File: src/hw/rtl/lad_pkg.sv
package lad_pkg;

  typedef logic [1:0] cmd_t;
  typedef logic [1:0] status_t;
  typedef logic [31:0] word_t;

  // command codes
  localparam cmd_t CMD_PUSH_LEFT  = 2'd0;
  localparam cmd_t CMD_PUSH_RIGHT = 2'd1;
  localparam cmd_t CMD_POP_LEFT   = 2'd2;
  localparam cmd_t CMD_POP_RIGHT  = 2'd3;

  // result status codes
  localparam status_t STATUS_DONE  = 2'd0;
  localparam status_t STATUS_FULL  = 2'd1;
  localparam status_t STATUS_EMPTY = 2'd2;

endpackage

File: src/hw/rtl/lad_mem.sv
module lad_mem #(
  parameter int DEPTH = 16
) (
  input  logic                     clk,
  input  logic                     we,
  input  logic [$clog2(DEPTH)-1:0] waddr,
  input  lad_pkg::word_t           wdata,
  input  logic                     re,
  input  logic [$clog2(DEPTH)-1:0] raddr,
  output lad_pkg::word_t           rdata
);

  lad_pkg::word_t mem [DEPTH];

  // one write port, one registered read port
  always_ff @(posedge clk) begin
    if (we) begin
      mem[waddr] <= wdata;
    end
    if (re) begin
      rdata <= mem[raddr];
    end
  end

endmodule

File: src/hw/rtl/linear_array_deque.sv
// linear_array_deque: double-ended queue over a non-wrapping array of DEPTH
// signed 32-bit words, held in a synchronous memory with a registered read.
// input channel (in_valid/in_ready) carries cmd and push_value; cmd selects
// push left, push right, pop left or pop right.
// output channel (out_valid/out_ready) returns exactly one item per command:
// pop_value, status (done, full, empty) and the is_empty/is_full flags as
// they stand after the command.
// a push or a refused pop shows its result in the cycle after it is
// accepted; a successful pop first passes through ST_READ for the memory read.
// pushes and refused pops go at one item per cycle while the receiver takes
// results at once; a successful pop holds off the next item while the
// registered read port of the slot memory is read in ST_READ.
// a new item is taken in the same cycle the pending result is taken, so the
// output register parts the two sides; while out_ready is low the result
// holds and in_ready stays low.
// reset clears both indices and the output channel; the slot memory has no
// reset and is only ever read at slots that were written.
module linear_array_deque #(
  parameter int DEPTH = 16
) (
  input  logic                   clk,
  input  logic                   rst,
  input  logic                   in_valid,
  output logic                   in_ready,
  input  lad_pkg::cmd_t          cmd,
  input  logic signed [31:0]     push_value,
  output logic                   out_valid,
  input  logic                   out_ready,
  output logic signed [31:0]     pop_value,
  output lad_pkg::status_t       status,
  output logic                   is_empty,
  output logic                   is_full
);

  localparam int AW = (DEPTH > 1) ? $clog2(DEPTH) : 1;
  localparam int IW = $clog2(DEPTH + 1);
  localparam logic [IW-1:0] IDX_DEPTH = IW'(DEPTH);
  localparam logic [IW-1:0] IDX_ONE   = IW'(1);

  // controller states
  localparam logic [1:0] ST_IDLE = 2'd0;
  localparam logic [1:0] ST_READ = 2'd1;
  localparam logic [1:0] ST_OUT  = 2'd2;

  logic [1:0]    state;
  logic [IW-1:0] front_index;
  logic [IW-1:0] end_index;

  logic [IW-1:0]     front_index_next;
  logic [IW-1:0]     end_index_next;
  lad_pkg::status_t  status_next;
  logic              was_empty;
  logic              accept;

  // memory port signals
  logic              mem_we;
  logic [AW-1:0]     mem_waddr;
  logic              mem_re;
  logic [AW-1:0]     mem_raddr;
  lad_pkg::word_t    mem_rdata;

  assign in_ready  = (state == ST_IDLE) || ((state == ST_OUT) && out_ready);
  assign out_valid = (state == ST_OUT);
  assign accept    = in_valid && in_ready;
  assign was_empty = front_index >= end_index;

  // index update, memory access and status for the item at the input
  always_comb begin
    front_index_next = front_index;
    end_index_next   = end_index;
    status_next      = lad_pkg::STATUS_DONE;
    mem_we           = 1'b0;
    mem_waddr        = front_index[AW-1:0];
    mem_re           = 1'b0;
    mem_raddr        = front_index[AW-1:0];
    case (cmd)
      lad_pkg::CMD_PUSH_LEFT: begin
        if ((front_index == '0) && (end_index == '0)) begin
          // reset-empty queue: word lands at slot zero
          mem_we         = accept;
          mem_waddr      = '0;
          end_index_next = IDX_ONE;
        end else if (front_index == '0) begin
          status_next = lad_pkg::STATUS_FULL;
        end else begin
          front_index_next = front_index - IDX_ONE;
          mem_we           = accept;
          mem_waddr        = front_index_next[AW-1:0];
        end
      end
      lad_pkg::CMD_PUSH_RIGHT: begin
        if (end_index >= IDX_DEPTH) begin
          status_next = lad_pkg::STATUS_FULL;
        end else begin
          mem_we         = accept;
          mem_waddr      = end_index[AW-1:0];
          end_index_next = end_index + IDX_ONE;
        end
      end
      lad_pkg::CMD_POP_LEFT: begin
        if (was_empty) begin
          status_next = lad_pkg::STATUS_EMPTY;
        end else begin
          mem_re           = accept;
          mem_raddr        = front_index[AW-1:0];
          front_index_next = front_index + IDX_ONE;
        end
      end
      default: begin
        // pop right
        if (was_empty) begin
          status_next = lad_pkg::STATUS_EMPTY;
        end else begin
          end_index_next = end_index - IDX_ONE;
          mem_re         = accept;
          mem_raddr      = end_index_next[AW-1:0];
        end
      end
    endcase
  end

  lad_mem #(
    .DEPTH (DEPTH)
  ) u_mem (
    .clk   (clk),
    .we    (mem_we),
    .waddr (mem_waddr),
    .wdata (push_value),
    .re    (mem_re),
    .raddr (mem_raddr),
    .rdata (mem_rdata)
  );

  // control and result registers; payload fields carry no reset
  always_ff @(posedge clk) begin
    if (rst) begin
      state       <= ST_IDLE;
      front_index <= '0;
      end_index   <= '0;
    end else begin
      case (state)
        ST_IDLE, ST_OUT: begin
          if (accept) begin
            front_index <= front_index_next;
            end_index   <= end_index_next;
            status      <= status_next;
            pop_value   <= '0;
            is_empty    <= front_index_next >= end_index_next;
            is_full     <= (front_index_next == '0) && (end_index_next == IDX_DEPTH);
            // a successful pop goes through ST_READ for the slot read
            state       <= mem_re ? ST_READ : ST_OUT;
          end else if (state == ST_OUT) begin
            if (out_ready) begin
              state <= ST_IDLE;
            end
          end
        end
        ST_READ: begin
          pop_value <= mem_rdata;
          state     <= ST_OUT;
        end
        default: begin
          state <= ST_IDLE;
        end
      endcase
    end
  end

endmodule

File: config.mk
export PLATFORM = sky130hd
export DESIGN_NAME = linear_array_deque
export DESIGN_NICKNAME = d
export VERILOG_FILES = /design/src/hw/rtl/lad_pkg.sv /design/src/hw/rtl/lad_mem.sv /design/src/hw/rtl/linear_array_deque.sv
export SDC_FILE = /design/constraint.sdc
export NUM_CORES = 1
export LEC_CHECK = 0
export BUFFER_PORTS_ARGS = -buffer_cell sky130_fd_sc_hd__buf_2
export CORE_MARGIN = 2
export CORE_UTILIZATION = 45
export DETAILED_ROUTE_END_ITERATION = 12
export PLACE_DENSITY = 0.66
export SETUP_SLACK_MARGIN = 0.1
export SYNTH_ARGS = -nofsm -noshare
export SYNTH_HDL_FRONTEND = slang
export SYNTH_SLANG_ARGS = --single-unit
File: constraint.sdc
create_clock -name clk -period 11.3 [get_ports clk]
set_input_delay 2.825 -clock clk [delete_from_list [all_inputs] [get_ports clk]]
set_output_delay 2.825 -clock clk [all_outputs]
set_load 0.05 [all_outputs]
After elaboration in Yosys (flattened, before gate mapping)
Memory sizes are Yosys's and may differ from the RTL's. A register that Yosys moved wholly into a read port is not among the register bits.
Index checks and enable logic that the tools add are counted.

operators by class
  bitwise logic cells = 1
  eq/ne operators = 8
  reduce and logical (&&, ||, !) cells = 18
  order comparisons = 3
  mux-type cells = 34
  add/sub/neg operators = 4

operator list
  cell                                               count
  one-hot mux 32 bit (2 select lines)                1
  2-to-1 mux 32 bit                                  1
  2-to-1 mux 5 bit                                   6
  2-to-1 mux 4 bit                                   5
  logical NOT 5 bit                                  3
  one-hot mux 5 bit (3 select lines)                 1
  adder 5 x 1 -> 5 bit (second input constant)       2
  >= comparator 5 bit                                2
  2-to-1 mux 1 bit                                   10
  2-to-1 mux 2 bit                                   5
  one-hot mux 5 bit (2 select lines)                 1
  subtractor 5 x 1 -> 5 bit (second input constant)  2
  one-hot mux 2 bit (2 select lines)                 2
  one-hot mux 4 bit (2 select lines)                 1
  != test 3 bit (second input constant)              2
  AND reduction 3 bit                                2
  == test 5 bit (second input constant)              1
  >= comparator 5 bit (second input constant)        1
  == test 2 x 1 -> 1 bit (second input constant)     2
  == test 2 bit (second input constant)              2
  logical AND 1 bit                                  4
  logical NOT 2 bit                                  2
  AND reduction 2 bit                                2
  OR reduction 2 bit                                 2
  other kinds (6)                                    6

word-level totals
  bits in registers = 48
  input port bits = 38
  memories = 1
  output and inout bits = 38
  logic and storage cells = 76
  RAM bits = 512

memories
  memory     depth  width  rd ports  clocked after Yosys merged registers in  wr ports  line           RTL
  u_mem.mem  16     32     1         1                                        1         lad_mem.sv:13  lad_pkg::word_t mem [DEPTH];

Depth between registers and ports, before layout
  word-level depth = 9
  depth in mapped cells = 16
  gate-level depth less buffers = 13

By module
Synthesis repeated with hierarchy kept, for this count alone.

second synthesis, totals
  cells, all modules = 1,113
  area total of the unflattened synthesis = 22,958.3 µm²

modules (own cells, without submodules)
  module              seq. area each (µm²)  area each (µm²)  instances  cells an instance
  lad_mem             16,335.7              20,155.6         1          838
  linear_array_deque  1,321.3               2,802.7          1          275

Worst setup path before layout
Ideal clock, no wire load.

  kind = input to output
  start point = input port out_ready
  end point = output port in_ready
  arrival time = 3.718 ns
  required time = 8.475 ns
  setup slack = 4.757 ns
  stages = 2
  path buffers = 0
  path through = inv_1 a21oi_1

between the ends
  word-level cells in the longest chain between the ends = 2

RTL lines
  what                line                      RTL
  start: declaration  linear_array_deque.sv:28  input logic out_ready,
  logical AND 1 bit   linear_array_deque.sv:62  assign in_ready = (state == ST_IDLE) || ((state == ST_OUT) && out_ready);
  logical OR 1 bit    linear_array_deque.sv:62
  end: declaration    linear_array_deque.sv:24  output logic in_ready,

Every way passes these cells.

Worst setup path in the final report
  start point = input port cmd[1]
  end point = register u_mem.rdata[17], read port of u_mem.mem, data pin

between the ends
  word-level cells in the longest chain between the ends = 3
  elaborated cells between the ends (all ways) = 7
  classes of those cells = eq/ne (2); mux (2); reduce/logical (3)

RTL lines
  what                                                                line                      RTL
  start: declaration                                                  linear_array_deque.sv:25  input lad_pkg::cmd_t cmd,
  == test 2 bit, or another cell as far along                         linear_array_deque.sv:76  case (cmd)
  OR reduction 3 bit (no line) or OR reduction 2 bit (tied branches)  n/a
  2-to-1 mux 4 bit or 2-to-1 mux 1 bit (tied branches)                n/a
  end: declaration                                                    lad_mem.sv:10             output lad_pkg::word_t rdata

Parallel ways exist; a longest one is shown, timed or not.
A chain may end at the register's enable or synchronous reset.

==> flow_summary_export.csv <==
group,metric,value,unit
status,status,"completed",
yosys,async_reset_ff_share,0,%
timing,tightest_slew,1290,ps
global_routing,grt_max_degree,157,
placed_design,placed_cells,2049,
floorplan,placement_rows,83,
setup_path,rr_endpoint,"u_mem.rdata[17]$_DFFE_PP_",
route,drt_iter0_drc,1268,
setup_path,crit_buf_inv,3,
global_routing,grt_pass1_vias,11900,
placed_design,postPlaceCellArea,0.0246,mm2
setup_path,slowest_delay,890,ps
cells_and_area,num-fill-cells,4157,
yosys,synth-seq-cells,592,
setup_path,worstPathRequired,11650,ps
cells_and_area,utilization,51.7,%
setup_path,crit_family,"buffers and inverters",
setup_path,r2r_cells,10,
setup_path,arrival,6910,ps
clock_network,clk_path_buf_depth,3,
run,drv_cap,0,
global_routing,grt.overflow.total,0,
floorplan,die-width,231,um
clock_network,path_clk_slew,60,ps
floorplan,pin_count,76,
yosys,synthesis.area,0.0232,mm2
cells_and_area,final_cell_area,0.0264,mm2
clock_network,clk-insertion-delay-late,620,ps
route,via_count,12300,
power_and_ir_drop,vdd_drop_max,0.128,mV
clock_network,cts_tree,"done",
global_routing,grt_pass1_wl,77.9,mm
yosys,netlist_top_cells_area,"edfxtp_1 75%, mux2i_1 11%, o22ai_1 3.6%, or4_1 1.1%, dfxtp_1 1.0%",
placed_design,numPortBuffers,75,
timing,finalClockSkew,15.0,ps
timing,slew_violations,0,
clock_network,post_cts.repair.setup_buffers,0,
clock_network,cts_resized,0,
power_and_ir_drop,powerDensity,190,mW/mm2
timing,fmax,0.152,GHz
floorplan,die_area,0.0534,mm2
cells_and_area,stdcell_count,2157,
timing,rsz0062_at_grt,"no",
min_path,worstHoldStart,"state[0]$_SDFFE_PP0P_",
cells_and_area,drive_above_1_share,14.8,%
yosys,synth_edf_count,580,
setup_path,worst_path_max_delay_cell,"mux2i_4",
min_path,hold_path.class,"reg -> reg",
timing,period_minus_slack,6560,ps
yosys,yosysTopAreaCell,"edfxtp_1",
route,first_pass_iters,5,
route,wl_per_cell,24.9,um
yosys,ys.flop_type,"edfxtp_1",
route,drc_errors,0,
clock_network,ctsRootBufferMaster,"clkbuf_16",
cells_and_area,final_cell_mix,"580 x edfxtp_1, 257 x mux2i_1, 132 x o22ai_1",
global_routing,antenna_found_initial,4,
yosys,syn_inst,1337,
placed_design,gp_congestion,0.858,
cells_and_area,area_growth,13.9,%
setup_path,worstSetupPathType,"in -> reg",
yosys,ys.warnings.count,0,
yosys,syn_area_per_cell,17.4,um2
setup_path,critPathMaxFanout,156,
setup_path,critPathCaptureType,"flop",
floorplan,die_y,231,um
clock_network,h-tree-depth,2,
timing,finalSetupViolCount,0,
floorplan,initial_core_util,45.4,%
min_path,whs_path_depth,1,
power_and_ir_drop,p_leak,9.90,nW
yosys,yosysUniqueCellTypes,58,
clock_network,numCtsBuffers,57,
global_routing,track_usage,20.1,%
route,via_per_inst,5.70,
setup_path,r2r_start,"front_index[2]$_SDFFE_PP0P_",
setup_path,r2r_slack,5990,ps
yosys,syn_nets,1388,
cells_and_area,final_common_cell,"edfxtp_1",
clock_network,postCtsHoldBufs,0,
setup_path,cp-start-kind,"primary input",
yosys,yosysSeqAreaShare,76.1,%
route,drt_wl_total,53.8,mm
route,antenna_left,0,
cells_and_area,nets,1479,
timing,period_share,58.1,%
setup_path,worstPathCellList,"buf_2, nor2b_1, nand2_1, a21oi_2, buf_4, mux2i_4, buf_12, mux2i_1, o22ai_1, or4_1",
clock_network,numClockSinks,592,
floorplan,core_area,0.0511,mm2
placed_design,dp_hpwl,25.3,mm
timing,slew_headroom,13.7,%
min_path,whs_endpoint,"state[1]$_SDFFE_PP0P_",
yosys,synth.top_cell.area_share,75.1,%
timing,fin_setup_tns,0,ps
timing,final_hold_viol_count,0,
==> metrics by stage <==
stage          setup slack (ps)  hold WS (ps)  power, mW
2_1_floorplan              4760           461       3.02
3_3_place_gp               4380           497       3.22
3_5_place_dp               4250           510       3.23
4_1_cts                    4910           515       5.05
5_1_grt                    4620           541       5.20
6_report                   4740           511       5.02
==> area by class of cell <==
cell class | count | area, um2 | area share, %
sequential | 592 | 17700 | 66.8
multi-input combinational | 657 | 5430 | 20.6
clock inverter | 33 | 288 | 1.09
timing repair buffer | 105 | 626 | 2.37
clock buffer | 74 | 1510 | 5.72
inverter | 15 | 56.3 | 0.213
tap | 680 | 851 | 3.22
antenna | 1 | 2.50 | 0.00947
==> synth_stat cells (8+ instances only) <==
cell type,count
nand2_1,29
ha_1,13
buf_2,47
mux2i_1,258
o22ai_1,132
clkbuf_1,23
xnor2_1,9
inv_1,13
dfxtp_1,12
a21oi_1,13
nor2_1,37
nor3_1,8
and2_1,35
or4_1,33
edfxtp_1,580
==> kinds of logic (layout without fill, tap and decap cells) <==
group	count (synthesis)	count (layout)	synth area share, %
mux	258	258	11.1
other cells	0	1	0
fa+ha+maj	14	14	0.744
xor+xnor	10	10	0.378
compound gates	197	197	5.61
flops	592	592	76.1
simple gates	178	178	4.33
buf+inv	88	227	1.71
==> routing by layer <==
layer / track usage [%] / routed length (um)
met2: 32.5 / 25900
met4: 6.47 / 1400
met1: 28.1 / 23200
met3: 3.04 / 3300
met5: 0 / 28
==> worst max-delay path by stage <==
stage               from                         to  slack (ps)  cells after the start
2_1_floorplan  out_ready                   in_ready        4760                      2
3_3_place_gp      cmd[1]  u_mem.rdata[17]$_DFFE_PP_        4380                     10
3_5_place_dp      cmd[1]  u_mem.rdata[17]$_DFFE_PP_        4250                     10
4_1_cts           cmd[1]  u_mem.rdata[17]$_DFFE_PP_        4910                     10
5_1_grt           cmd[1]  u_mem.rdata[17]$_DFFE_PP_        4620                     10
6_report          cmd[1]  u_mem.rdata[17]$_DFFE_PP_        4740                     10
==> report_power, final <==
group | leakage (nW) | total, mW | switching (mW) | internal (mW)
logic | 3.67 | 0.679 | 0.427 | 0.253
clock network | 0.873 | 1.84 | 0.803 | 1.04
registers | 5.35 | 2.50 | 0.0227 | 2.48
==> sequential cells by signal (all words and copies together) (netlist names) <==
register / cells
u_mem.rdata: 32
end_index: 5
front_index: 5
state: 2
is_full: 1
pop_value: 32
u_mem.mem: 512
status: 2
is_empty: 1
Note: power is estimated with default switching activity, not from simulation.
